[src/hw/rtl/itt_pkg.sv]
`timescale 1ns / 1ps
// ----------------------------------------------------------------------------
// itt_pkg
// Shared types and constants of the id translation table.
// ----------------------------------------------------------------------------
package itt_pkg;

  localparam int unsigned NUM_TABLES      = 3;
  localparam int unsigned TABLE_DEPTH_DEF = 128;
  localparam int unsigned ID_W            = 32;
  localparam int unsigned FRESH_W         = 31;

  localparam logic [ID_W-1:0] NONE_ID = '1;

  localparam logic [1:0] K_CLEAR  = 2'd0;
  localparam logic [1:0] K_LOOKUP = 2'd1;
  localparam logic [1:0] K_SET    = 2'd2;

  localparam logic [1:0] ST_OK      = 2'd0;
  localparam logic [1:0] ST_FULL    = 2'd1;
  localparam logic [1:0] ST_IGNORED = 2'd2;

  localparam logic [1:0] T_NONE = 2'd3;

  typedef enum logic [1:0] {
    S_IDLE,
    S_DISP,
    S_SCAN,
    S_FIN
  } state_t;

  typedef struct packed {
    logic [ID_W-1:0] mapped;
    logic            hit;
    logic [1:0]      status;
  } result_t;

  typedef struct packed {
    logic    load;
    result_t res;
  } res_msg_t;

endpackage

[src/hw/rtl/itt_ctrl.sv]
`timescale 1ns / 1ps
// ----------------------------------------------------------------------------
// itt_ctrl
// Sequencer: decodes a word, scans the selected table through the RAM
// read port, appends pairs and keeps the per-table entry counts.
// ----------------------------------------------------------------------------
module itt_ctrl import itt_pkg::*; #(
  parameter int unsigned TABLE_DEPTH = TABLE_DEPTH_DEF,
  parameter int unsigned ADDR_W      = $clog2(NUM_TABLES * TABLE_DEPTH),
  parameter int unsigned CNT_W       = $clog2(TABLE_DEPTH + 1)
) (
  input  logic                 clk,
  input  logic                 rst,
  input  logic                 in_valid,
  output logic                 in_ready,
  input  logic [1:0]           kind,
  input  logic [1:0]           table_select,
  input  logic [ID_W-1:0]      given_id,
  input  logic [ID_W-1:0]      old_key,
  input  logic [FRESH_W-1:0]   fresh_id,
  input  logic                 slot_free,
  output res_msg_t             msg,
  output logic                 ram_we,
  output logic [ADDR_W-1:0]    ram_waddr,
  output logic [2*ID_W-1:0]    ram_wdata,
  output logic                 ram_re,
  output logic [ADDR_W-1:0]    ram_raddr,
  input  logic [2*ID_W-1:0]    ram_rdata
);

  localparam logic [ADDR_W-1:0] BASE1 = ADDR_W'(TABLE_DEPTH);
  localparam logic [ADDR_W-1:0] BASE2 = ADDR_W'(2 * TABLE_DEPTH);
  localparam logic [CNT_W-1:0]  FULL_CNT = CNT_W'(TABLE_DEPTH);

  state_t state, state_next;

  logic [CNT_W-1:0] counts [NUM_TABLES];
  logic [CNT_W-1:0] idx;
  logic             pend;

  logic [1:0]         kind_q, tsel_q;
  logic [ID_W-1:0]    given_q, oldk_q;
  logic [FRESH_W-1:0] fresh_q;

  result_t          fin, fin_d;
  logic             act_app, act_app_d, act_clr, act_clr_d;
  logic [2*ID_W-1:0] act_pair, act_pair_d;

  logic             take, t_ok, go_scan, cmp_hit, scan_done, fin_load, fin_fire;
  logic [CNT_W-1:0]  cur_cnt;
  logic [ADDR_W-1:0] base;
  logic [ID_W-1:0]   fresh_ext;

  assign take      = in_valid && in_ready;
  assign t_ok      = (tsel_q != T_NONE);
  assign cur_cnt   = t_ok ? counts[tsel_q] : '0;
  assign fresh_ext = {1'b0, fresh_q};
  assign cmp_hit   = pend && (ram_rdata[2*ID_W-1:ID_W] == given_q);
  assign scan_done = cmp_hit || (idx == cur_cnt);
  assign fin_fire  = (state == S_FIN) && slot_free;

  always_comb begin
    unique case (tsel_q)
      2'd1:    base = BASE1;
      2'd2:    base = BASE2;
      default: base = '0;
    endcase
  end

  // result and pending action
  always_comb begin
    fin_d      = '{mapped: NONE_ID, hit: 1'b0, status: ST_OK};
    act_app_d  = 1'b0;
    act_clr_d  = 1'b0;
    act_pair_d = {oldk_q, given_q};
    go_scan    = 1'b0;
    if (state == S_DISP) begin
      unique case (kind_q)
        K_CLEAR: begin
          act_clr_d = 1'b1;
        end
        K_LOOKUP: begin
          if (given_q == NONE_ID || !t_ok) begin
            fin_d.status = ST_IGNORED;
          end else begin
            go_scan = 1'b1;
          end
        end
        K_SET: begin
          if (oldk_q == NONE_ID || given_q == NONE_ID || !t_ok) begin
            fin_d.status = ST_IGNORED;
          end else if (cur_cnt == FULL_CNT) begin
            fin_d.status = ST_FULL;
          end else begin
            act_app_d = 1'b1;
          end
        end
        default: begin
        end
      endcase
    end else begin
      act_pair_d = {given_q, fresh_ext};
      if (cmp_hit) begin
        fin_d.mapped = ram_rdata[ID_W-1:0];
        fin_d.hit    = 1'b1;
      end else begin
        fin_d.mapped = fresh_ext;
        if (cur_cnt == FULL_CNT) begin
          fin_d.status = ST_FULL;
        end else begin
          act_app_d = 1'b1;
        end
      end
    end
  end

  assign fin_load = ((state == S_DISP) && !go_scan) || ((state == S_SCAN) && scan_done);

  always_comb begin
    state_next = state;
    unique case (state)
      S_IDLE: if (take) state_next = S_DISP;
      S_DISP: state_next = go_scan ? S_SCAN : S_FIN;
      S_SCAN: if (scan_done) state_next = S_FIN;
      S_FIN:  if (slot_free) state_next = S_IDLE;
      default: state_next = S_IDLE;
    endcase
  end

  always_comb begin
    in_ready  = (state == S_IDLE);
    ram_re    = (state == S_SCAN) && !cmp_hit && (idx != cur_cnt);
    ram_raddr = base + ADDR_W'(idx);
    ram_we    = fin_fire && act_app;
    ram_waddr = base + ADDR_W'(cur_cnt);
    ram_wdata = act_pair;
    msg.load  = fin_fire;
    msg.res   = fin;
  end

  always_ff @(posedge clk) begin
    if (rst) begin
      state  <= S_IDLE;
      pend   <= 1'b0;
      counts <= '{default: '0};
    end else begin
      state <= state_next;
      pend  <= ram_re;
      if (fin_fire && act_clr) begin
        counts <= '{default: '0};
      end else if (fin_fire && act_app) begin
        counts[tsel_q] <= cur_cnt + 1'b1;
      end
    end
  end

  always_ff @(posedge clk) begin
    if (take) begin
      kind_q  <= kind;
      tsel_q  <= table_select;
      given_q <= given_id;
      oldk_q  <= old_key;
      fresh_q <= fresh_id;
    end
    if (state == S_DISP) begin
      idx <= '0;
    end else if (ram_re) begin
      idx <= idx + 1'b1;
    end
    if (fin_load) begin
      fin      <= fin_d;
      act_app  <= act_app_d;
      act_clr  <= act_clr_d;
      act_pair <= act_pair_d;
    end
  end

endmodule

[config.mk]
export PLATFORM = sky130hd
export DESIGN_NAME = itt_ctrl
export DESIGN_NICKNAME = d
export VERILOG_FILES = /design/src/hw/rtl/itt_pkg.sv /design/src/hw/rtl/itt_ctrl.sv
export SDC_FILE = /design/constraint.sdc
export NUM_CORES = 1
export LEC_CHECK = 0
export BUFFER_PORTS_ARGS = -buffer_cell sky130_fd_sc_hd__buf_2
export CAP_MARGIN = 10
export CORE_MARGIN = 2
export CORE_UTILIZATION = 47
export DETAILED_ROUTE_END_ITERATION = 8
export PLACE_DENSITY = 0.72
export SYNTH_ARGS = -nofsm -noshare
export SYNTH_HDL_FRONTEND = slang
export SYNTH_SLANG_ARGS = --single-unit
[constraint.sdc]
create_clock -name clk -period 4.7 [get_ports clk]
set_input_delay 0.47 -clock clk [delete_from_list [all_inputs] [get_ports clk]]
set_output_delay 0.47 -clock clk [all_outputs]
set_load 0.01 [all_outputs]
==> flow_metrics.env, run 1 <==
export IMPL_status="complete, no violations"
export IMPL_syn_num_nets=888
export IMPL_crit_slowest_cell="edfxtp_1"
export IMPL_fp_row_count=53
export IMPL_antenna_found_initial=4
export IMPL_p_per_area_mw_per_mm2=610
export IMPL_crit_chain="nand2b_4 > o221a_2 > o22ai_1 > nor4_4 > buf_4 > or3_4 > inv_2 > buf_2"
export IMPL_max_freq_ghz=0.262
export IMPL_yosysTopAreaCellShare_pct=59.0
export IMPL_fin_skew_ns=0.0163
export IMPL_grt_pass1_wl_um=39200
export IMPL_clock_sinks=235
export IMPL_grt_pass1_vias=6795
export IMPL_coreArea_sq_mm=0.0212
export IMPL_synth_commonest_cells="edfxtp_1 (200), nand2_1 (69), mux2_2 (63)"
export IMPL_endpoint_kind="primary output"
export IMPL_place_congestion=0.888
export IMPL_vdd_drop_max_mv=0.386
export IMPL_swShare_pct=32.5
export IMPL_drv_cap=0
export IMPL_intPower_mw=5.19
export IMPL_clk_latency_ns=0.54
export IMPL_slew_viol_final=0
export IMPL_die_area_sq_mm=0.0228
export IMPL_cp_start_kind="register"
export IMPL_slew_headroom_pct=29.7
export IMPL_grtUsageTotal_pct=23.1
export IMPL_synth_cell_types=53
export IMPL_fin_nets=1172
export IMPL_port_buffers=287
export IMPL_cts_clk_slew_worst_paths_ns=0.06
export IMPL_pwr_share_clk_pct=25.0
export IMPL_routed_wl_um=27400
export IMPL_cts_resized=0
export IMPL_initial_core_util_pct=48.1
export IMPL_grt_setup_unrepaired="false"
export IMPL_yosysSeqAreaShare_pct=65.9
export IMPL_synthFlopType="edfxtp_1"
export IMPL_worstPathMaxFanout=29
export IMPL_post_cts_setup_buffers=0
export IMPL_fin_crit_sh_pct=81.3
export IMPL_first_pass_iters=5
export IMPL_power_leakage_nw=4.95
export IMPL_cts_buffer_depth=3
export IMPL_ant_nets=0
export IMPL_cts_tree="done"
export IMPL_die_h_um=151
export IMPL_holdCritPathClass="input port to register"
export IMPL_finalSetupViolations=0
export IMPL_wl_per_cell_um=21.1
export IMPL_avgSynthCellArea_sq_um=14.3
export IMPL_synth_area_leader_cell="edfxtp_1"
export IMPL_ys_ff_latch=235
export IMPL_period_needed_ns=3.82
export IMPL_hold_slack_ns=0.102
export IMPL_crit_type="register to primary output"
export IMPL_grt_max_degree=77
export IMPL_p_switching_mw=2.50
export IMPL_cpPeakStageDelay_ns=0.97
export IMPL_via_count=6924
export IMPL_route_detailed_drc=0
export IMPL_first_iter_violations=424
export IMPL_layout_drive_gt1_share_pct=41.9
export IMPL_hold_viol=0
export IMPL_synthCells=711
export IMPL_yosysWarnings=0
export IMPL_avgViaCountPerCell=5.34
export IMPL_hold_buffers=0
export IMPL_power_frac_seq_pct=46.7
export IMPL_ioPinCount=288
export IMPL_synth_area_leaders="edfxtp_1 (59%), mux2_2 (7.0%), dfxtp_1 (6.9%)"
export IMPL_syn_to_final_growth_pct=23.9
export IMPL_arrival_ns=3.35
export IMPL_htree_levels=1
export IMPL_cts_made_buffers=25
export IMPL_hpwl_um=19900
export IMPL_worstPathRequired_ns=4.23
export IMPL_fin_tns_setup_ns=0
export IMPL_tightest_slew_ns=1.05
export IMPL_ys_async_sr_fraction_pct=0
export IMPL_root_buffer="clkbuf_16"
export IMPL_die_w_um=151
export IMPL_synth_most_common_cell="edfxtp_1"
export IMPL_combPwrFrac_pct=28.3
export IMPL_gr_total_overflow=0
export IMPL_synth_edff_count=200
export IMPL_synthesis_area_sq_mm=0.0102
==> metrics by stage <==
step / utilization (%) / power (mW) / instance area, sq um / std cells / worst slack, ns
final: 59.6 / 7.70 / 12600 / 1296 / 0.877
after global routing: 59.6 / 8.05 / 12600 / 1293 / 0.670
after CTS: 59.5 / 7.77 / 12600 / 1289 / 0.889
after detailed placement: 55.8 / 5.83 / 11800 / 1243 / 1.05
after global placement: 55.8 / 5.78 / 11800 / 1243 / 1.16
after floorplan: - / 4.91 / 10200 / 711 / 0.251
==> routing by layer <==
| layer | global-route usage, % | share of wire (%) | up-vias |
|---|---|---|---|
| met5 | 0 | 0 | - |
| met4 | 7.20 | 2.3 | 0 |
| met3 | 5.63 | 8.0 | 39 |
| met2 | 37.1 | 48 | 296 |
| met1 | 31.3 | 41 | 3351 |
| li1 | - | - | 3238 |
==> worst max-delay path, delay by kind of cell, from the launching register on <==
| family | cells | cell delay [ns] |
|---|---|---|
| buffers and inverters | 3 | 0.40 |
| AO/OA/AOI/OAI | 2 | 0.62 |
| flip-flops | 1 | 0.97 |
| AND/OR/NAND/NOR | 3 | 0.82 |
==> power by group through the flow <==
stage               Combinational (mW)  Sequential, mW  Clock (mW)
floorplan                         1.11            3.81           0
global placement                  2.15            3.63           0
detailed placement                2.20            3.63           0
CTS                               2.20            3.60        1.96
global route                      2.36            3.66        2.03
finish                            2.17            3.59        1.93
==> worst paths after layout <==
| path | startpoint | to | slack, ns | cells past startpoint |
|---|---|---|---|---|
| max reg2reg | tsel_q[0]$_DFFE_PP_ | ram_wdata[37]$_DFFE_PP_ | 1.06 | 8 |
| min reg2reg | counts[12]$_SDFFE_PP0P_ | counts[12]$_SDFFE_PP0P_ | 0.45 | 2 |
| min | old_key[12] | oldk_q[12]$_DFFE_PP_ | 0.10 | 1 |
| max | tsel_q[0]$_DFFE_PP_ | ram_re | 0.88 | 8 |
==> state kept, by name, summed over array words and instances, names as in the netlist <==
name and count:
act_app 1, act_clr 1, pend 1, counts 24, kind_q 2, fresh_q 31, idx 8, tsel_q 2
ram_wdata 64, oldk_q 32, given_q 32, state 2, msg 35
==> cell families after synthesis <==
kind of cell               synth area share [%]
DFF                                        65.9
and+or+nand+nor                            8.62
muxes                                      11.2
AOI/OAI and AO/OA                          5.84
buffers and inverters                      3.76
xor gates and xnor gates                   3.44
adders and majority gates                  1.23
==> cells in the final DEF, fill, tap and decap left out, drive strengths merged, types with 10 or more instances in the layout <==
cell	count
mux2i	40
nand2	69
nor2	26
inv	34
clkbuf	28
nor4	12
buf	295
edfxtp	200
clkinv	11
mux2	65
dfxtp	35
a21oi	21
ha	10
nand4	26
xnor2	35
o22ai	10
==> final cells by class <==
class	instances	area, sq um
multi-input combinational	406	3110
clock inverter	18	159
clock buffer	28	637
fill	1745	8550
tap	275	344
inverter	32	120
sequential	235	6710
timing repair buffer	295	1510
antenna	7	17.5
Note: power is estimated with default switching activity, not from simulation.
==> inputs of run 2 (changes only) <==
- ABC_AREA: unset -> 1
- clock period: 4.7 -> 3.4 ns (I/O delays scaled with it)
==> run 2 against run 1 <==
Effect of this change:
- sequential power grew 36%
- clock-buffer cell count rose by 6
- total power increased by 40%
- die area is 1.3% higher
- register-to-register slack got worse by 0.42 ns
- largest cell class unchanged
- cell count up 30%
- routed wire length rose by 17%
- setup slack worse by 0.61 ns
- non-clock buffer count is 100 higher
- highest routed layer is now met5
- synthesized cell count is 41% higher
==> flow_metrics.env, run 2 <==
export IMPL_synthFlopType="edfxtp_1"
export IMPL_place_ws_ns=0.638
export IMPL_synth_commonest_cells="nand2_1 (220), edfxtp_1 (200), nor2_1 (109)"
export IMPL_initial_core_util_pct=47.6
export IMPL_period_needed_ns=3.14
export IMPL_synth_area_leader_cell="edfxtp_1"
export IMPL_die_w_um=152
export IMPL_hold_viol=0
export IMPL_grt_pass1_wl_um=48700
export IMPL_avgViaCountPerCell=5.26
export IMPL_first_pass_iters=7
export IMPL_hold_depth=2
export IMPL_via_count=8879
export IMPL_layout_drive_gt1_share_pct=25.7
export IMPL_power_leakage_nw=6.01
export IMPL_ys_async_sr_fraction_pct=0
export IMPL_root_buffer="clkbuf_16"
export IMPL_route_detailed_drc=0
export IMPL_hold_buffers=97
export IMPL_finalSetupViolations=0
export IMPL_drv_cap=0
export IMPL_die_area_sq_mm=0.0232
export IMPL_cts_made_buffers=26
export IMPL_grt_max_degree=65
export IMPL_clock_sinks=235
export IMPL_synth_cell_types=34
export IMPL_hpwl_um=22900
export IMPL_syn_num_nets=1180
export IMPL_worst_path_stages=10
export IMPL_worstPathMaxFanout=27
export IMPL_yosysWarnings=0
export IMPL_synth_edff_count=200
export IMPL_synth_most_common_cell="nand2_1"
export IMPL_cts_buffer_depth=3
export IMPL_ioPinCount=288
export IMPL_htree_levels=1
export IMPL_cp_start_kind="register"
export IMPL_first_iter_violations=722
export IMPL_port_buffers=287
export IMPL_place_congestion=0.959
export IMPL_wl_per_cell_um=19.0
export IMPL_largest_register_ffs=64
export IMPL_post_cts_setup_buffers=0
export IMPL_crit_chain="xnor2_1 > nand2_1 > nor2_1 > nand2_1 > nor2_1 > nand3_2 > buf_4 > nand3_4 > inv_2 > buf_2"
export IMPL_register_area_sq_mm=0.00671
export IMPL_crit_type="register to primary output"
export IMPL_slew_headroom_pct=56.1
export IMPL_worstPathRequired_ns=3.06
export IMPL_syn_to_final_growth_pct=33.8
export IMPL_grt_pass1_vias=8873
export IMPL_endpoint_kind="primary output"
export IMPL_cts_resized=0
export IMPL_die_h_um=152
export IMPL_fin_nets=1561
export IMPL_grtUsageTotal_pct=27.0
export IMPL_fin_crit_sh_pct=92.3
export IMPL_final_common_cell="buf_2"
export IMPL_synth_area_leaders="edfxtp_1 (58%), nand2_1 (8.0%), dfxtp_1 (6.8%)"
export IMPL_ant_nets=0
export IMPL_ys_ff_latch=235
export IMPL_fill_cells=1728
export IMPL_holdCritPathClass="input port to register"
export IMPL_synthesis_area_sq_mm=0.0103
export IMPL_yosysSeqAreaShare_pct=65.0
export IMPL_p_per_area_mw_per_mm2=779
export IMPL_avgSynthCellArea_sq_um=10.3
export IMPL_r2r_cells=12
export IMPL_cts_clk_slew_worst_paths_ns=0.07
export IMPL_max_freq_ghz=0.319
export IMPL_multi_input_area_sq_mm=0.00302
export IMPL_grt_setup_unrepaired="false"
export IMPL_cpPeakStageDelay_ns=0.46
export IMPL_yosysTopAreaCellShare_pct=58.2
export IMPL_tightest_slew_ns=0.659
export IMPL_crit_slowest_cell="edfxtp_1"
export IMPL_synthCells=1003
export IMPL_gr_total_overflow=0
export IMPL_cts_tree="done"
export IMPL_fin_skew_ns=0.0246
export IMPL_fp_row_count=54
export IMPL_slew_viol_final=0
export IMPL_antenna_found_initial=8
export IMPL_vdd_drop_max_mv=0.543
export IMPL_coreArea_sq_mm=0.0217
export IMPL_routed_wl_um=32100
export IMPL_clk_latency_ns=0.54
export IMPL_timing_final_ws_setup_ns=0.262
export IMPL_crit_buf_inv=3
export IMPL_fin_tns_setup_ns=0
export IMPL_mostFrequentLayoutCells="buf_2 (287), nand2_1 (220), edfxtp_1 (200)"
export IMPL_status="complete, no violations"
export IMPL_cp_top_family="simple AND/OR/NAND/NOR gates"
export IMPL_arrival_ns=2.80
==> run 2: cell count changes after synthesis, moves of 14 or more <==
cell | before | now
nor3_1 | 6 | 43
inv_1 | 31 | 104
nand2_1 | 69 | 220
o21ai_0 | 6 | 76
clkbuf_1 | 12 | 27
xnor2_1 | 35 | 9
mux2_2 | 63 | 0
nand3_1 | 6 | 37
nand4_1 | 25 | 39
nor2_1 | 26 | 109
mux2i_1 | 40 | 0
==> run 2: cells by family after synthesis <==
kind of cell	Yosys count	share of synthesized area [%]
adder cells (fa/ha/maj)	10	1.21
buffers and inverters	151	6.00
XOR/XNOR	22	1.87
AND/OR/NAND/NOR	475	20.3
flip-flops	235	65.0
AO/OA/AOI/OAI	110	5.59
==> run 2: final cells by class <==
cell class              instances  area share, %
diodes                          7          0.127
clock buffers                  34           5.08
clock inverters                10          0.490
inverters                     109           2.98
multi-input cells             617           21.9
flip-flops and latches        235           48.6
well taps                     280           2.54
repair buffers                395           18.3
==> run 2: path summary, 6_finish.rpt <==
check,from,slack [ns],to
hold / removal,rst,0.03,pend$_SDFF_PP0_
hold reg to reg,counts[13]$_SDFFE_PP0P_,0.51,counts[13]$_SDFFE_PP0P_
setup reg to reg,tsel_q[1]$_DFFE_PP_,0.64,ram_wdata[62]$_DFFE_PP_
setup / recovery,given_q[8]$_DFFE_PP_,0.26,ram_re
==> run 2: power by group <==
part	internal [mW]	switching (mW)	total, mW
Clock	1.45	1.13	2.57
Sequential	4.48	0.423	4.90
Combinational	1.05	2.23	3.28
Total	6.97	3.78	10.7
==> run 2: metal layers <==
layer | global-route usage [%] | vias up | wire, um
met5 | 0 | - | 15
met4 | 10.6 | 2 | 1330
met3 | 5.60 | 85 | 2650
met2 | 45.3 | 448 | 15700
met1 | 34.5 | 4169 | 12400
li1 | - | 4175 | -
==> run 2: metrics by stage <==
stage	hold WS (ns)	power, mW	cell area (sq um)	std cells	utilization, %
3_3_place_gp	0.508	8.03	12000	1538	55.5
5_1_grt	0.0167	11.2	13800	1687	63.6
4_1_cts	0.00998	10.7	13800	1679	63.5
3_5_place_dp	0.506	8.09	12000	1538	55.5
2_1_floorplan	0.412	6.63	10300	1003	-
6_report	0.0275	10.7	13800	1687	63.6
==> inputs of run 3 (changes only) <==
- CORE_MARGIN: 2 -> unset
- CORE_UTILIZATION: 47 -> 40
- PLACE_DENSITY: 0.72 -> 0.62
==> run 3 against run 2 <==
Effect of this change:
- register-to-register slack lost 0.02 ns
- clock power rose by 9.7%
- total power increased by 2.0%
- setup slack gained 0.12 ns
- clock-buffer cell count decreased by 4
- fmax rose by 4.1%
- via count is 2.0% lower
- first-iteration DRC count decreased by 4.7%
- sequential share of layout area decreased by 0.51 points
- cell count up 3.1%
- critical path type unchanged
- critical endpoint unchanged
- largest cell class unchanged
- highest routed layer unchanged
==> flow_metrics.env, run 3 (same netlist as run 2, synthesis figures left out) <==
export IMPL_final_util_pct=55.2
export IMPL_r2r_start="tsel_q[0]$_DFFE_PP_"
export IMPL_arrival_ns=2.67
export IMPL_syn_to_final_growth_pct=35.2
export IMPL_antenna_found_initial=8
export IMPL_power_leakage_nw=6.05
export IMPL_wl_per_cell_um=18.5
export IMPL_timing_final_ws_setup_ns=0.385
export IMPL_worstPathMaxFanout=42
export IMPL_final_cells=1739
export IMPL_cp_start_kind="register"
export IMPL_ioPinCount=288
export IMPL_fin_tns_setup_ns=0
export IMPL_post_cts_setup_buffers=0
export IMPL_route_detailed_drc=0
export IMPL_stdcell_area_sq_mm=0.0139
export IMPL_cts_resized=0
export IMPL_grt_setup_unrepaired="false"
export IMPL_place_area_sq_mm=0.0121
export IMPL_fp_row_count=58
export IMPL_first_pass_iters=6
export IMPL_die_h_um=163
export IMPL_grtUsageTotal_pct=24.3
export IMPL_htree_levels=1
export IMPL_gr_total_overflow=0
export IMPL_fin_nets=1563
export IMPL_period_needed_ns=3.01
export IMPL_vdd_drop_max_mv=0.522
export IMPL_largest_register_ffs=64
export IMPL_via_count=8705
export IMPL_crit_type="register to primary output"
export IMPL_port_buffers=287
export IMPL_place_congestion=0.919
export IMPL_hold_slack_ns=0.0465
export IMPL_p_per_area_mw_per_mm2=786
export IMPL_coreArea_sq_mm=0.0253
export IMPL_tightest_slew_ns=0.874
export IMPL_status="complete, no violations"
export IMPL_cts_tree="done"
export IMPL_hpwl_um=23000
export IMPL_clk_latency_ns=0.56
export IMPL_finalSetupViolations=0
export IMPL_cts_clk_slew_worst_paths_ns=0.06
export IMPL_drv_cap=0
export IMPL_die_area_sq_mm=0.0264
export IMPL_max_freq_ghz=0.332
export IMPL_routed_wl_um=32100
export IMPL_slew_headroom_pct=41.7
export IMPL_fill_cells=2261
export IMPL_ant_nets=0
export IMPL_cts_made_buffers=27
export IMPL_initial_core_util_pct=40.9
export IMPL_grt_max_degree=88
export IMPL_cts_buffer_depth=3
export IMPL_final_common_cell="buf_2"
export IMPL_place_inst=1588
export IMPL_worstPathRequired_ns=3.06
export IMPL_grt_pass1_vias=8565
export IMPL_hold_viol=0
export IMPL_slew_viol_final=0
export IMPL_layout_drive_gt1_share_pct=25.8
export IMPL_first_iter_violations=688
export IMPL_fin_skew_ns=0.0208
export IMPL_endpoint_kind="primary output"
export IMPL_avgViaCountPerCell=5.01
export IMPL_hp_start="rst"
export IMPL_mostFrequentLayoutCells="buf_2 (287), nand2_1 (220), edfxtp_1 (200)"
export IMPL_clock_sinks=235
export IMPL_place_ws_ns=0.637
export IMPL_startpoint="given_q[28]$_DFFE_PP_"
export IMPL_grt_pass1_wl_um=48400
export IMPL_root_buffer="clkbuf_16"
export IMPL_total_power_mw=11.0
export IMPL_die_w_um=163
export IMPL_fin_crit_sh_pct=88.7
export IMPL_holdCritPathClass="input port to register"
## run 3: changes by cell type in the layout (fill, tap and decap cells not counted), moves of 2 or more
| cell | delta |
|---|---|
| bufinv_16 | +2 |
| clkbuf_1 | -3 |
| clkinv_1 | +4 |
| diode_2 | -3 |
| clkbuf_8 | -2 |
## run 3: where the power goes
| part | total (mW) | switching [mW] | internal [mW] |
|---|---|---|---|
| Combinational | 3.26 | 2.20 | 1.06 |
| Sequential | 4.89 | 0.415 | 4.47 |
| Clock | 2.82 | 1.21 | 1.61 |
## run 3: worst paths after layout
| kind | to | slack, ns | cells past startpoint |
|---|---|---|---|
| worst min register to register | counts[13]$_SDFFE_PP0P_ | 0.53 | 2 |
| worst max register to register | ram_wdata[51]$_DFFE_PP_ | 0.62 | 12 |
| worst min-delay path | pend$_SDFF_PP0_ | 0.05 | 2 |
| worst max-delay path | ram_re | 0.39 | 10 |
## run 3: layout make-up
class	count	area [sq um]	area share (%)
Clock buffer	30	687	4.92
Sequential cell	235	6710	48.1
Multi-Input combinational cell	617	3020	21.6
Clock inverter	18	163	1.17
Antenna cell	4	10.0	0.0718
Tap cell	330	413	2.96
Timing Repair Buffer	396	2540	18.2
Inverter	109	412	2.95
## run 3: what timing repair did
| item | in CTS | in global routing |
|---|---|---|
| hold buffers | 99 | 0 |
| endpoints found under the hold margin | 99 | 0 |
| endpoints found under the setup margin | 0 | 0 |
## run 3: critical path: stages (launching register included)
cell and delay, ns:
edfxtp_1 0.47, xnor2_1 0.32, nand2_1 0.09, nor2_1 0.13, nand2_1 0.06, nor2_1 0.13, nand3_2 0.15, buf_4 0.32
nand3_4 0.24, inv_2 0.07, buf_2 0.14
## run 3: routing by layer
layer | global-route usage (%) | up-vias | share of wire [%]
li1 | - | 4185 | -
met1 | 31.6 | 4059 | 42
met2 | 39.8 | 366 | 47
met3 | 5.04 | 87 | 6.6
met4 | 9.73 | 8 | 4.1
met5 | 0 | - | 0.14
